<file path="src/hw/rtl/earb_pkg.sv">
// Shared constants, types and elaboration-time tables of the edge-aware recursive blur.
package earb_pkg;

  // Default sizes, handed to the top level as parameter defaults.
  localparam int unsigned MAX_WIDTH_DEF  = 64;
  localparam int unsigned MAX_HEIGHT_DEF = 64;
  localparam int unsigned ITERATIONS_DEF = 3;

  // Fixed widths of the pixel fields.
  localparam int unsigned CHANNELS = 4;
  localparam int unsigned CHAN_W   = 32;
  localparam int unsigned PIX_W    = CHANNELS * CHAN_W;

  // Configuration port.
  localparam int unsigned CFG_IDX_W  = 8;
  localparam int unsigned CFG_DATA_W = 32;
  localparam logic [CFG_IDX_W-1:0] CFG_WIDTH  = 8'd0;
  localparam logic [CFG_IDX_W-1:0] CFG_HEIGHT = 8'd1;
  localparam logic [CFG_IDX_W-1:0] CFG_SSIGMA = 8'd2;
  localparam logic [CFG_IDX_W-1:0] CFG_RSIGMA = 8'd3;

  // Arithmetic unit sizes.
  localparam int unsigned EXP_BITS = 20;
  localparam int unsigned DIV_NW   = 64;
  localparam int unsigned DIV_DW   = 32;
  localparam int unsigned KQ_W     = 22;

  // Sequencer states.
  typedef enum logic [4:0] {
    ST_IDLE,
    ST_LINE_START,
    ST_LINK_RD,
    ST_GRAD,
    ST_DIV1_GO,
    ST_DIV1_WAIT,
    ST_MUL2,
    ST_DIV2_GO,
    ST_DIV2_WAIT,
    ST_EXP_MUL,
    ST_EXP_ACC,
    ST_COEF,
    ST_BLEND_MUL,
    ST_BLEND_ACC,
    ST_WRITE,
    ST_ADV,
    ST_LINE_NEXT,
    ST_FETCH_RD,
    ST_FETCH_OUT
  } earb_state_e;

  // Divider request and response.
  typedef struct packed {
    logic              start;
    logic [DIV_NW-1:0] num;
    logic [DIV_DW-1:0] den;
  } earb_div_req_t;

  typedef struct packed {
    logic              done;
    logic [DIV_NW-1:0] quo;
  } earb_div_rsp_t;

  // Shift-subtract division, used only while building constants.
  function automatic logic [63:0] earb_udiv64(input logic [63:0] n, input logic [63:0] d);
    logic [63:0] q;
    logic [64:0] r;
    q = '0;
    r = '0;
    for (int i = 63; i >= 0; i--) begin
      r = {r[63:0], n[i]};
      if (r >= {1'b0, d}) begin
        r = r - {1'b0, d};
        q[i] = 1'b1;
      end
    end
    return q;
  endfunction

  // Integer square root, used only while building constants.
  function automatic logic [63:0] earb_isqrt64(input logic [63:0] v_in);
    logic [63:0] v;
    logic [63:0] r;
    logic [63:0] bitv;
    v = v_in;
    r = '0;
    bitv = 64'd1 << 62;
    for (int i = 0; i < 32; i++) begin
      if (bitv > v) bitv = bitv >> 2;
    end
    for (int i = 0; i < 32; i++) begin
      if (bitv != 64'd0) begin
        if (v >= r + bitv) begin
          v = v - (r + bitv);
          r = (r >> 1) + bitv;
        end else begin
          r = r >> 1;
        end
        bitv = bitv >> 2;
      end
    end
    return r;
  endfunction

  // Q0.32 factor exp(-2^(b-16)): Taylor series up to b = 16, squaring above.
  function automatic logic [31:0] earb_exp_entry(input int b);
    logic signed [63:0] sum;
    logic [63:0]        term;
    logic               stop;
    int                 bb;
    bb = (b > 16) ? 16 : b;
    sum = 64'sd1 <<< 32;
    term = 64'd1 << 32;
    stop = 1'b0;
    for (int k = 1; k < 64; k++) begin
      if (!stop) begin
        term = earb_udiv64(term >> (16 - bb), 64'(k));
        if (term == 64'd0) stop = 1'b1;
        else if ((k & 1) == 1) sum = sum - $signed(term);
        else sum = sum + $signed(term);
      end
    end
    term = $unsigned(sum);
    for (int j = 17; j <= b; j++) begin
      term = (term * term + (64'd1 << 31)) >> 32;
    end
    return term[31:0];
  endfunction

  localparam logic [31:0] EXP_TAB [EXP_BITS] = '{
    earb_exp_entry(0),  earb_exp_entry(1),  earb_exp_entry(2),  earb_exp_entry(3),
    earb_exp_entry(4),  earb_exp_entry(5),  earb_exp_entry(6),  earb_exp_entry(7),
    earb_exp_entry(8),  earb_exp_entry(9),  earb_exp_entry(10), earb_exp_entry(11),
    earb_exp_entry(12), earb_exp_entry(13), earb_exp_entry(14), earb_exp_entry(15),
    earb_exp_entry(16), earb_exp_entry(17), earb_exp_entry(18), earb_exp_entry(19)
  };

endpackage

</file>
<file path="src/hw/rtl/earb_div.sv">
// Radix-2 restoring divider shared by both divisions of a link.
module earb_div (
  input  logic                   clk_i,
  input  logic                   rst_ni,
  input  earb_pkg::earb_div_req_t req_i,
  output earb_pkg::earb_div_rsp_t rsp_o
);
  import earb_pkg::*;

  localparam int unsigned CNT_W = $clog2(DIV_NW);

  logic              busy_q;
  logic              done_q;
  logic [CNT_W-1:0]  cnt_q;
  logic [DIV_DW-1:0] rem_q;
  logic [DIV_DW-1:0] den_q;
  logic [DIV_NW-1:0] quo_q;
  logic [DIV_DW:0]   rem_sh;
  logic              fits;

  // One quotient bit per cycle.
  assign rem_sh = {rem_q, quo_q[DIV_NW-1]};
  assign fits   = rem_sh >= {1'b0, den_q};

  // Control.
  always_ff @(posedge clk_i or negedge rst_ni) begin
    if (!rst_ni) begin
      busy_q <= 1'b0;
      done_q <= 1'b0;
      cnt_q  <= '0;
    end else begin
      done_q <= 1'b0;
      if (req_i.start) begin
        busy_q <= 1'b1;
        cnt_q  <= '0;
      end else if (busy_q) begin
        cnt_q <= cnt_q + 1'b1;
        if (cnt_q == CNT_W'(DIV_NW - 1)) begin
          busy_q <= 1'b0;
          done_q <= 1'b1;
        end
      end
    end
  end

  // Remainder and quotient shift register.
  always_ff @(posedge clk_i) begin
    if (req_i.start) begin
      rem_q <= '0;
      den_q <= req_i.den;
      quo_q <= req_i.num;
    end else if (busy_q) begin
      rem_q <= fits ? DIV_DW'(rem_sh - {1'b0, den_q}) : rem_sh[DIV_DW-1:0];
      quo_q <= {quo_q[DIV_NW-2:0], fits};
    end
  end

  assign rsp_o.done = done_q;
  assign rsp_o.quo  = quo_q;

endmodule

</file>
<file path="config.mk">
export PLATFORM = sky130hd
export DESIGN_NAME = earb_div
export DESIGN_NICKNAME = d
export VERILOG_FILES = /design/src/hw/rtl/earb_pkg.sv /design/src/hw/rtl/earb_div.sv
export SDC_FILE = /design/constraint.sdc
export NUM_CORES = 1
export LEC_CHECK = 0
export BUFFER_PORTS_ARGS = -buffer_cell sky130_fd_sc_hd__buf_2
export CAP_MARGIN = 20
export CORE_MARGIN = 10
export CORE_UTILIZATION = 55
export CTS_CLUSTER_SIZE = 25
export DETAILED_ROUTE_END_ITERATION = 16
export PLACE_DENSITY_LB_ADDON = 0.1
export SETUP_SLACK_MARGIN = 0.5
export SYNTH_ARGS = -nofsm -noshare
export SYNTH_HDL_FRONTEND = slang
export SYNTH_SLANG_ARGS = --single-unit
</file>
<file path="constraint.sdc">
create_clock -name clk_i -period 3.5 [get_ports clk_i]
set_clock_uncertainty 0.2 [all_clocks]
set_input_delay 0.7 -clock clk_i [delete_from_list [all_inputs] [get_ports clk_i]]
set_output_delay 0.7 -clock clk_i [all_outputs]
set_load 0.005 [all_outputs]
</file>
# Word-level counts from Yosys, hierarchy flattened
# Cells that the tools add are included.
# totals
register_bits,136
in_bits,99
word_cells,22
# classes
addsub,2
order_cmp,1
eq_ne,1
muxes,11
n_reduce_logical,1
# op_table
op,count
64-bit 2-to-1 mux,2
33-bit by 32-bit greater-or-equal comparator with 1-bit output,1
32-bit 2-to-1 mux,1
32-bit subtractor,1
6-bit 2-to-1 mux,2
"6-bit by 1-bit adder with 6-bit output, second input constant",1
"6-bit == test, second input constant",1
1-bit 2-to-1 mux,6
2-bit nonzero test,1

# Depth between registers and ports, before layout
# Gate-level depths: netlist of the first run.
# depth
depth_word,4
ltp_mapped,14
depth_no_buf,12

# Least setup slack after synthesis of the first run
# Ideal clock, no wire load.
# synth_timing
path_kind,register -> register
start,reg quo_q[63]
end,reg rem_q[30]
t_arrival_ns,2.686
t_required_ns,3.184
setup_slack_ns,0.498
path_stages_with_launch,13
n_path_buf,0
period_less_slack_ns,3.002
path_cell_list,edfxtp_1 -> inv_1 -> ha_1 -> fa_1 -> nand2b_1 -> a21o_1 -> a21o_1 -> a211o_1 -> a211o_1 -> a31o_2 -> a31oi_1 -> xor2_1 -> a31o_1
# synth_via
elab_chain_len,2
elab_cells_between_ends,3
cone_classes,add/sub (1); order compare (1); mux (1)
# synth_rtl
element,line_no,source
from (decl),earb_div.sv:17,logic [DIV_NW-1:0] quo_q;
from (signal assigned),earb_div.sv:51,quo_q <= req_i.num;
from (signal assigned),earb_div.sv:54,"quo_q <= {quo_q[DIV_NW-2:0], fits};"
32-bit subtractor / 33-bit by 32-bit greater-or-equal comparator with 1-bit output (equally long branches),"earb_div.sv:53, earb_div.sv:23",
32-bit 2-to-1 mux (*),earb_div.sv:53,"rem_q <= fits ? DIV_DW'(rem_sh - {1'b0, den_q}) : rem_sh[DIV_DW-1:0];"
to (signal assigned),earb_div.sv:53,
to (decl),earb_div.sv:15,logic [DIV_DW-1:0] rem_q;
# Every way passes the cells marked *; elsewhere a longest branch is shown, timed or not.
# A chain may end at the register's enable or synchronous reset.

# Worst setup path in the final report of the first run
# layout_timing
start,reg den_q[0]
end,reg rem_q[30]
# layout_via
elab_chain_len,2
elab_cells_between_ends,3
cone_classes,add/sub (1); order compare (1); mux (1)
# layout_rtl
element,line_no,source
from (decl),earb_div.sv:16,logic [DIV_DW-1:0] den_q;
from (signal assigned),earb_div.sv:50,den_q <= req_i.den;
32-bit subtractor / 33-bit by 32-bit greater-or-equal comparator with 1-bit output (equally long branches),"earb_div.sv:53, earb_div.sv:23",
32-bit 2-to-1 mux (*),earb_div.sv:53,
# Marked as above.

==> results of run 1 <==
==> worst register-to-register path, cell delays in order (launching register included) <==
cell and delay, ps:
edfxtp_1 430, ha_4 190, fa_2 360, nand2b_4 160
a21o_1 190, a21o_1 180, a211o_1 340, a211o_1 280
a31o_4 240, a31oi_4 160, xor2_1 90, a31o_1 210
==> timing repair <==
action	4_1_cts	5_1_grt
hold buffers	1	0
gates cloned	0	2
setup buffers	8	12
hold endpoints to repair	8	0
setup endpoints to repair	31	33
gates resized for setup	23	57
pin swaps	8	29
==> cell type report <==
type	instances	area (µm²)	share of cell area, %
inverters	43	161.4	1.691
repair buffers	197	1146	12.01
multi-input cells	433	3665	38.40
well taps	176	220.2	2.307
diodes	1	2.502	0.02622
clock buffers	19	432.9	4.536
clock inverters	13	192.7	2.019
flip-flops and latches	136	3724	39.01
==> metrics by stage <==
stage	hold slack (ps)	setup slack [ps]
finish	243.7	372.8
floorplan	204.4	532.0
global route	221.1	337.5
detailed placement	254.5	224.3
CTS	226.9	384.4
global placement	236.3	301.7
==> layer usage <==
layer  vias to the layer above  global-route usage (%)
li1                       2741                       -
met1                      2735                   23.00
met2                       204                   33.77
met3                        36                   11.16
met4                         8                   6.340
met5                         -                       0
==> sequential cells by signal (all words and copies together), names as in the netlist <==
register,flops
quo_q,64
busy_q,1
den_q,32
cnt_q,6
done_q,1
rem_q,32
==> cell usage after synthesis, types with 18 or more instances <==
cell type,n,area [µm²]
nor2_1,46,172.7
nand2_1,44,165.2
o21ai_0,18,90.09
mux2_2,65,732.0
clkbuf_1,22,82.58
mux2i_1,26,260.3
inv_1,43,161.4
dfxtp_1,32,640.6
edfxtp_1,96,2883
a21oi_1,28,140.1
a211oi_1,19,142.6
ha_1,33,412.9
==> cell usage in the layout (no fill, tap or decap), drive strengths merged, types with 20 or more instances in the layout <==
| master | instances |
|---|---|
| inv | 47 |
| mux2 | 65 |
| o21ai | 25 |
| edfxtp | 96 |
| buf | 194 |
| mux2i | 26 |
| a211oi | 20 |
| clkbuf | 21 |
| nor2 | 46 |
| dfxtp | 32 |
| ha | 33 |
| nand2 | 44 |
| a21oi | 28 |
==> report_power, final <==
part	switching (mW)	internal, mW	total [mW]
logic	1.44	1.45	2.89
clock network	0.724	1.20	1.93
registers	0.216	2.02	2.23
==> path summary, 6_finish.rpt <==
path | start | endpoint | slack, ps | cells after the start
hold reg to reg | rem_q[31] | rem_q[31] | 270 | 2
min in group asynchronous | rst_ni | cnt_q[4] | 450 | 2
hold / removal | req_i[30] | den_q[30] | 240 | 1
setup reg to reg | den_q[0] | rem_q[30] | 370 | 11
max in group asynchronous | rst_ni | cnt_q[1] | 2480 | 2
setup / recovery | den_q[0] | rem_q[30] | 370 | 11
==> cell families after synthesis <==
family / share of synthesized area [%]
flip-flops: 50.65
XOR/XNOR: 3.812
buffers and inverters: 4.339
multiplexers: 13.50
AO/OA/AOI/OAI: 13.39
adder cells (fa/ha/maj): 5.888
AND/OR/NAND/NOR: 8.424
==> flow_metrics.tcl, run 1 <==
set metrics [dict create \
    fin_util_pct 72.36 \
    relSlewSlack_pct 60.85 \
    crit_path_start_kind "flip-flop" \
    cts_sinks 136 \
    crit_family "compound AO/OA/AOI/OAI gates" \
    final_cells 1018 \
    dp.final_hpwl_um 13700 \
    ctsRootBufferMaster "clkbuf_16" \
    yosysWarnings 0 \
    met2_length_um 9472 \
    grt_usage_pct 20.80 \
    dr_wl_met3_um 2015 \
    design.die.area_um2 18390 \
    layout-drive-gt1-share_pct 41.85 \
    ys_seq_elements 136 \
    drt_wl_total_um 19360 \
    syn-num-nets 776 \
    dp.cells 962 \
    num-fill-cells 918 \
    coreArea_um2 13190 \
    drtPass1Iterations 5 \
    path_buf_inv 0 \
    cts_buffer_depth 2 \
    timing.final.crit_share_pct 89.35 \
    clock_latency_ps 430 \
    grt_max_degree 50 \
    finalWeightedCongestion 0.9082 \
    routedWlPerCell_um 19.01 \
    synthCells 643 \
    port_buffers 163 \
    h-tree-depth 4 \
    fin_tns_setup_ps 0 \
    hold_viol_final 0 \
    top_layer_used "met5" \
    syn_area_um2 7352 \
    power.density_nw_per_um2 738.2 \
    drt_iter0_drc 377 \
    overflow 0 \
    cpPeakStageDelay_ps 430 \
    slew_violations 0 \
    critical_path_required_ps 3630 \
    vias 5724 \
    fin_nets 961 \
    die_x_um 135.6 \
    placed_area_um2 8315 \
    slowest_stage "edfxtp_1" \
    rsz0062_at_grt "true" \
    grt_pass1_vias 5977 \
    syn_avg_cell_area_um2 11.43 \
    critPathArrivalTime_ps 3250 \
    crit_chain "ha_4, fa_2, nand2b_4, a21o_1, a21o_1, a211o_1, a211o_1, a31o_4, a31oi_4, xor2_1, a31o_1" \
    synth.distinct_cells 60 \
    ios 164 \
    via_per_inst 5.623 \
    cts_buffers 17 \
    ant_nets 0 \
    setup_violations 0 \
    ir_worst_vdd_v 0.0005506 \
    wl_met1_um 7516 \
    path_max_fanout 2 \
    antenna_found_initial 5 \
    cts_tree "yes" \
    cap_violations 0 \
    worstMarginPinSlew_ps 587.3 \
    yosysSeqAreaShare_pct 50.65 \
    synthArstFlopShare_pct 5.882 \
    min_path_type "primary input to flip-flop" \
    initial_core_util_pct 55.74 \
    crit_type "flip-flop to flip-flop" \
    p_total_mw 7.045 \
    crit_path_end_kind "flip-flop" \
    p_leak_nw 4.066 \
    design_area_um2 9544 \
    die_h_um 135.6 \
    outcome "completed" \
    rows 42 \
    clk_pin_slew_ps 60 \
    grt_first_pass_wirelength_um 30390 \
    post-route-drc-count 0 \
    fin_crit_ps 3127 \
    synth-edff-count 96 \
    area_growth_pct 29.82 \
    synth_ff_type "edfxtp_1" \
    timing.fmax_mhz 319.8 \
]
Note: power is estimated with default switching activity, not from simulation.
==> run 2: changes to the inputs <==
RECOVER_POWER = 100   (was unset)
==> run 2 against run 1 <==
  * Combinational power down 2%
  * Flip-flop and latch count did not move
  * First-iteration DRC count shrank 1.6%
  * Register-to-register slack worse by 140 ps
  * Largest cell class unchanged
==> flow_metrics.tcl, run 2 (synthesis results as in run 1) <==
set metrics [dict create \
    outcome "completed" \
    p_leak_nw 3.881 \
    dp.final_hpwl_um 13700 \
    fin_tns_setup_ps 0 \
    cap_violations 0 \
    ios 164 \
    area_growth_pct 28.25 \
    slew_violations 0 \
    path_max_fanout 5 \
    ir_worst_vdd_v 0.0005510 \
    fin_ws_ps 236.6 \
    ctsRootBufferMaster "clkbuf_16" \
    r2r_cells 13 \
    cts_buffer_depth 2 \
    drt_iter0_drc 371 \
    port_buffers 163 \
    clock_latency_ps 430 \
    cts_sinks 136 \
    timing.final.crit_share_pct 93.24 \
    rsz0062_at_grt "true" \
    final_common_cell "buf_2" \
    via_per_inst 5.661 \
    largestRegisters "quo_q (64), den_q (32), rem_q (32)" \
    critPathArrivalTime_ps 3310 \
    cpMostUsedCell "o211ai_1" \
    antenna_found_initial 5 \
    crit_type "flip-flop to flip-flop" \
    clk_pin_slew_ps 60 \
    ant_nets 0 \
    slowest_stage "o211ai_1" \
    initial_core_util_pct 55.74 \
    rows 42 \
    grt_first_pass_wirelength_um 30390 \
    wl_met1_um 7440 \
    crit_family "compound AO/OA/AOI/OAI gates" \
    top_register "quo_q" \
    cpPeakStageDelay_ps 450 \
    power.density_nw_per_um2 742.9 \
    top_layer_used "met5" \
    placed_area_um2 8315 \
    multi_input_area_um2 3647 \
    fin_crit_ps 3263 \
    fin_util_pct 71.49 \
    hold_viol_final 0 \
    worst-path-stages 13 \
    setup_violations 0 \
    cts_tree "yes" \
    coreArea_um2 13190 \
    routedWlPerCell_um 19.00 \
    crit_path_start_kind "flip-flop" \
    min_path_type "primary input to flip-flop" \
    num-fill-cells 967 \
    overflow 0 \
    grt_max_degree 50 \
    fin_nets 961 \
    layout-drive-gt1-share_pct 33.77 \
    holdPathStages 1 \
    relSlewSlack_pct 12.04 \
    die_h_um 135.6 \
    grt_pass1_vias 5977 \
    drt_wl_total_um 19350 \
    grt_usage_pct 20.80 \
    drtPass1Iterations 5 \
    h-tree-depth 4 \
    design_area_um2 9429 \
    design.die.area_um2 18390 \
    mostFrequentLayoutCells "buf_2 (101), edfxtp_1 (96), mux2_2 (65), clkbuf_1 (65), nor2_1 (45)" \
    die_x_um 135.6 \
    crit_path_end_kind "flip-flop" \
    dr_wl_met3_um 2021 \
    cts_buffers 17 \
    finalWeightedCongestion 0.9082 \
    vias 5763 \
    largest_reg_flops 64 \
    critical_path_required_ps 3550 \
    post-place-ws_ps 224.3 \
    post-route-drc-count 0 \
    timing.fmax_mhz 306.4 \
    worstMarginPinSlew_ps 1319 \
    path_buf_inv 3 \
    crit_chain "inv_2, ha_4, a21oi_1, o211ai_1, o211a_1, o311ai_4, a31o_4, o2bb2ai_4, o211ai_1, buf_6, buf_12, mux2i_2, a211oi_2" \
    seq_area_um2 3724 \
    met2_length_um 9534 \
]
-- run 2: cell count changes in the layout (fill, tap and decap cells not counted), sizes merged --
cell	before	now
clkbuf	21	88
inv	47	46
clkinv	3	4
buf	194	127
-- run 2: final timing paths --
path | end | from | slack [ps]
max | rem_q[15] | den_q[6] | 240
min | den_q[11] | req_i[11] | 240
max reg2reg | rem_q[15] | den_q[6] | 240
min reg2reg | rem_q[31] | rem_q[31] | 260
max in group asynchronous | cnt_q[1] | rst_ni | 2260
min in group asynchronous | cnt_q[4] | rst_ni | 530
-- run 2: cell type report --
cell class                      count  share of cell area, %
Antenna cell                        1                0.02654
Clock inverter                     13                  2.044
Tap cell                          176                  2.335
Inverter                           43                  1.712
Timing Repair Buffer              197                  11.12
Clock buffer                       19                  4.591
Multi-Input combinational cell    433                  38.68
Sequential cell                   136                  39.49
-- run 2: stage by stage --
| step | power [mW] | std cells | hold WS [ps] |
|---|---|---|---|
| floorplan | 3.938 | 643 | 204.4 |
| global placement | 4.408 | 962 | 236.3 |
| detailed placement | 4.480 | 962 | 254.5 |
| CTS | 6.601 | 1003 | 226.9 |
| global route | 7.371 | 1018 | 221.1 |
| finish | 7.005 | 1018 | 244.3 |
-- run 2: repair_timing --
action | in CTS | in global routing
gates resized for setup | 23 | 57
gates cloned | 0 | 2
pin swaps | 8 | 29
hold endpoints to repair | 8 | 0
hold buffers | 1 | 0
setup buffers | 8 | 12
endpoints found under the setup margin | 31 | 33
-- run 2: worst register-to-register path: cells and delay by family, from the launching register on --
kind	cells	cell delay (ps)
AO/OA/AOI/OAI	8	1660
buffers and inverters	3	380
flip-flops	1	340
adder cells (fa/ha/maj)	1	280
multiplexers	1	230
-- run 2: report_power, final --
group          internal (mW)  total, mW  switching (mW)  leakage [nW]
combinational           1.41       2.84            1.43          2.23
sequential              2.02       2.24           0.218          1.36
clock                   1.20       1.93           0.724         0.299
-- run 2: routing by layer --
layer	vias up	global-route usage (%)
met4	8	6.340
met3	37	11.16
met5	-	0
met2	213	33.77
li1	2739	-
met1	2766	23.00
==> run 3: changes to the inputs <==
CORE_UTILIZATION = 50   (was 55)
clock period = 2.8 ns   (was 3.5 ns; I/O delays follow)
==> run 3 against run 2 <==
  * The flow now finishes with violations (capacitance limit, slew limit, setup timing)
  * Flip-flop and latch count did not move
  * Global-route usage fell by 0.50 points
  * Register-to-register slack worse by 460 ps
  * Critical path type unchanged
  * Largest power group unchanged
==> flow_metrics.tcl, run 3 (synthesis results as in run 1) <==
set metrics [dict create \
    cts_buffers 17 \
    ant_nets 0 \
    rsz0062_at_grt "true" \
    drtPass1Iterations 5 \
    p_comb_share_pct 44.7 \
    coreArea_um2 14480 \
    grt_first_pass_wirelength_um 32560 \
    via_per_inst 5.468 \
    path_buf_inv 0 \
    post-route-drc-count 0 \
    ctsRootBufferMaster "clkbuf_16" \
    antenna_found_initial 3 \
    fin_nets 1029 \
    crit_family "compound AO/OA/AOI/OAI gates" \
    area_growth_pct 38.58 \
    drt_iter0_drc 310 \
    vias 5982 \
    slew_violations 32 \
    overflow 0 \
    violations "capacitance limit, slew limit, setup timing" \
    largest_reg_flops 64 \
    outcome "complete, but fails checks" \
    cts_sinks 136 \
    grt_pass1_vias 6431 \
    power.density_nw_per_um2 938.4 \
    timing.final.crit_share_pct 108.0 \
    rows 44 \
    cap_violations 1 \
    critical_path_required_ps 2930 \
    power.switching_mw 3.190 \
    grt_max_degree 58 \
    r2r-start "den_q[0]" \
    fin_util_pct 70.37 \
    crit_path_start_kind "flip-flop" \
    layout-drive-gt1-share_pct 40.26 \
    mostFrequentLayoutCells "buf_2 (102), edfxtp_1 (96), buf_4 (84), mux2_2 (64), clkbuf_1 (62)" \
    r2r_cells 11 \
    seqPwrFrac_pct 29.1 \
    cpPeakStageDelay_ps 420 \
    crit-reg2reg-capture "rem_q[30]" \
    critPathArrivalTime_ps 3150 \
    relSlewSlack_pct -5.956 \
    worstMarginPinSlew_ps 1589 \
    ios 164 \
    drt_wl_total_um 20390 \
    port_buffers 163 \
    cts_tree "yes" \
    h-tree-depth 4 \
    crit_start "den_q[0]" \
    slowest_stage "edfxtp_1" \
    worst-path-stages 11 \
    whs_ps 97.27 \
    num-fill-cells 1066 \
    grt_usage_pct 20.30 \
    cp-endpoint "rem_q[30]" \
    largestRegisters "quo_q (64), den_q (32), rem_q (32)" \
    crit_chain "ha_4, fa_2, nand2b_4, a21o_1, a21o_1, a211o_1, a211o_1, a31o_4, a31oi_4, xor2_1, a31o_1" \
    pwr-share-clk_pct 26.1 \
    setup_violations 27 \
    top_register "quo_q" \
    final_common_cell "buf_2" \
    dp.final_hpwl_um 14600 \
    clk_pin_slew_ps 60 \
    clock_latency_ps 430 \
    design.die.area_um2 19950 \
    die_x_um 141.3 \
    fin_ws_ps -223.9 \
    routedWlPerCell_um 18.63 \
    hold_viol_final 0 \
    intPower_mw 6.371 \
    ir_worst_vdd_v 0.0004592 \
    cts_buffer_depth 2 \
    crit_path_end_kind "flip-flop" \
    die_h_um 141.3 \
    swShare_pct 33.37 \
    timing.fmax_mhz 330.7 \
    post-place-ws_ps -179.2 \
    initial_core_util_pct 50.78 \
    fin_crit_ps 3024 \
    p_leak_nw 4.333 \
    fin_tns_setup_ps -2547 \
    r2r_slack_ps -220 \
    crit_type "flip-flop to flip-flop" \
    min_path_type "primary input to flip-flop" \
    path_max_fanout 3 \
    finalWeightedCongestion 0.9103 \
]
-- run 3: changes by cell type in the layout (fill, tap and decap cells not counted), moves of 4 or more --
cell / previous run / this run
buf_4: 19 / 84
o21ai_0: 21 / 13
o21ai_1: 2 / 9
buf_12: 1 / 5
clkbuf_8: 0 / 4
ha_1: 17 / 21
ha_2: 4 / 0
-- run 3: power groups by stage --
stage | logic, mW | clock network, mW | registers, mW
2_1_floorplan | 2.26 | 0 | 2.75
5_1_grt | 4.63 | 2.64 | 2.83
4_1_cts | 3.80 | 2.55 | 2.77
3_3_place_gp | 3.36 | 0 | 2.77
6_report | 4.28 | 2.50 | 2.79
3_5_place_dp | 3.41 | 0 | 2.78
-- run 3: area by class of cell --
cell class / count / area, µm² / share of cell area [%]
Clock buffer: 21 / 480.5 / 4.716
Sequential cell: 136 / 3724 / 36.55
Clock inverter: 11 / 182.7 / 1.793
Multi-Input combinational cell: 433 / 3780 / 37.10
Antenna cell: 1 / 2.502 / 0.02456
Tap cell: 184 / 230.2 / 2.260
Inverter: 43 / 165.2 / 1.621
Timing Repair Buffer: 265 / 1624 / 15.94
-- run 3: per-stage QoR --
step                area, µm²  std cells  total power [mW]
floorplan                7472        643             5.016
global placement         8952       1031             6.133
detailed placement       8952       1031             6.193
CTS                      9938       1076             9.123
global route            10190       1094             10.10
finish                  10190       1094             9.561
-- run 3: repair_timing --
| item | CTS | global route |
|---|---|---|
| gates resized for setup | 32 | 44 |
| cloned | 1 | 1 |
| endpoints found under the hold margin | 8 | 0 |
| setup buffers | 11 | 16 |
| setup endpoints to repair | 33 | 85 |
| pin swaps | 19 | 36 |
| hold buffers | 1 | 0 |
-- run 3: worst register-to-register path, stage by stage (launching register included) --
cell	delay, ps
edfxtp_1	420
ha_4	190
fa_2	370
nand2b_4	150
a21o_1	180
a21o_1	180
a211o_1	280
a211o_1	280
a31o_4	250
a31oi_4	140
xor2_1	80
a31o_1	210
-- run 3: metal layers --
metal / track usage, % / routed length [µm] / up-vias
met2: 33.68 / 10200 / 182
li1: - / - / 2888
met1: 22.46 / 8045 / 2873
met5: 0 / 16 / -
met3: 9.212 / 1701 / 37
met4: 7.228 / 419 / 2
-- run 3: worst min path at each step --
stage	startpoint	end	depth (start not counted)
after floorplan	rst_ni	busy_q	0
after global placement	rst_ni	cnt_q[5]	1
after detailed placement	rst_ni	cnt_q[3]	1
after CTS	req_i[31]	den_q[31]	1
after global routing	req_i[31]	den_q[31]	1
final	req_i[25]	den_q[25]	1
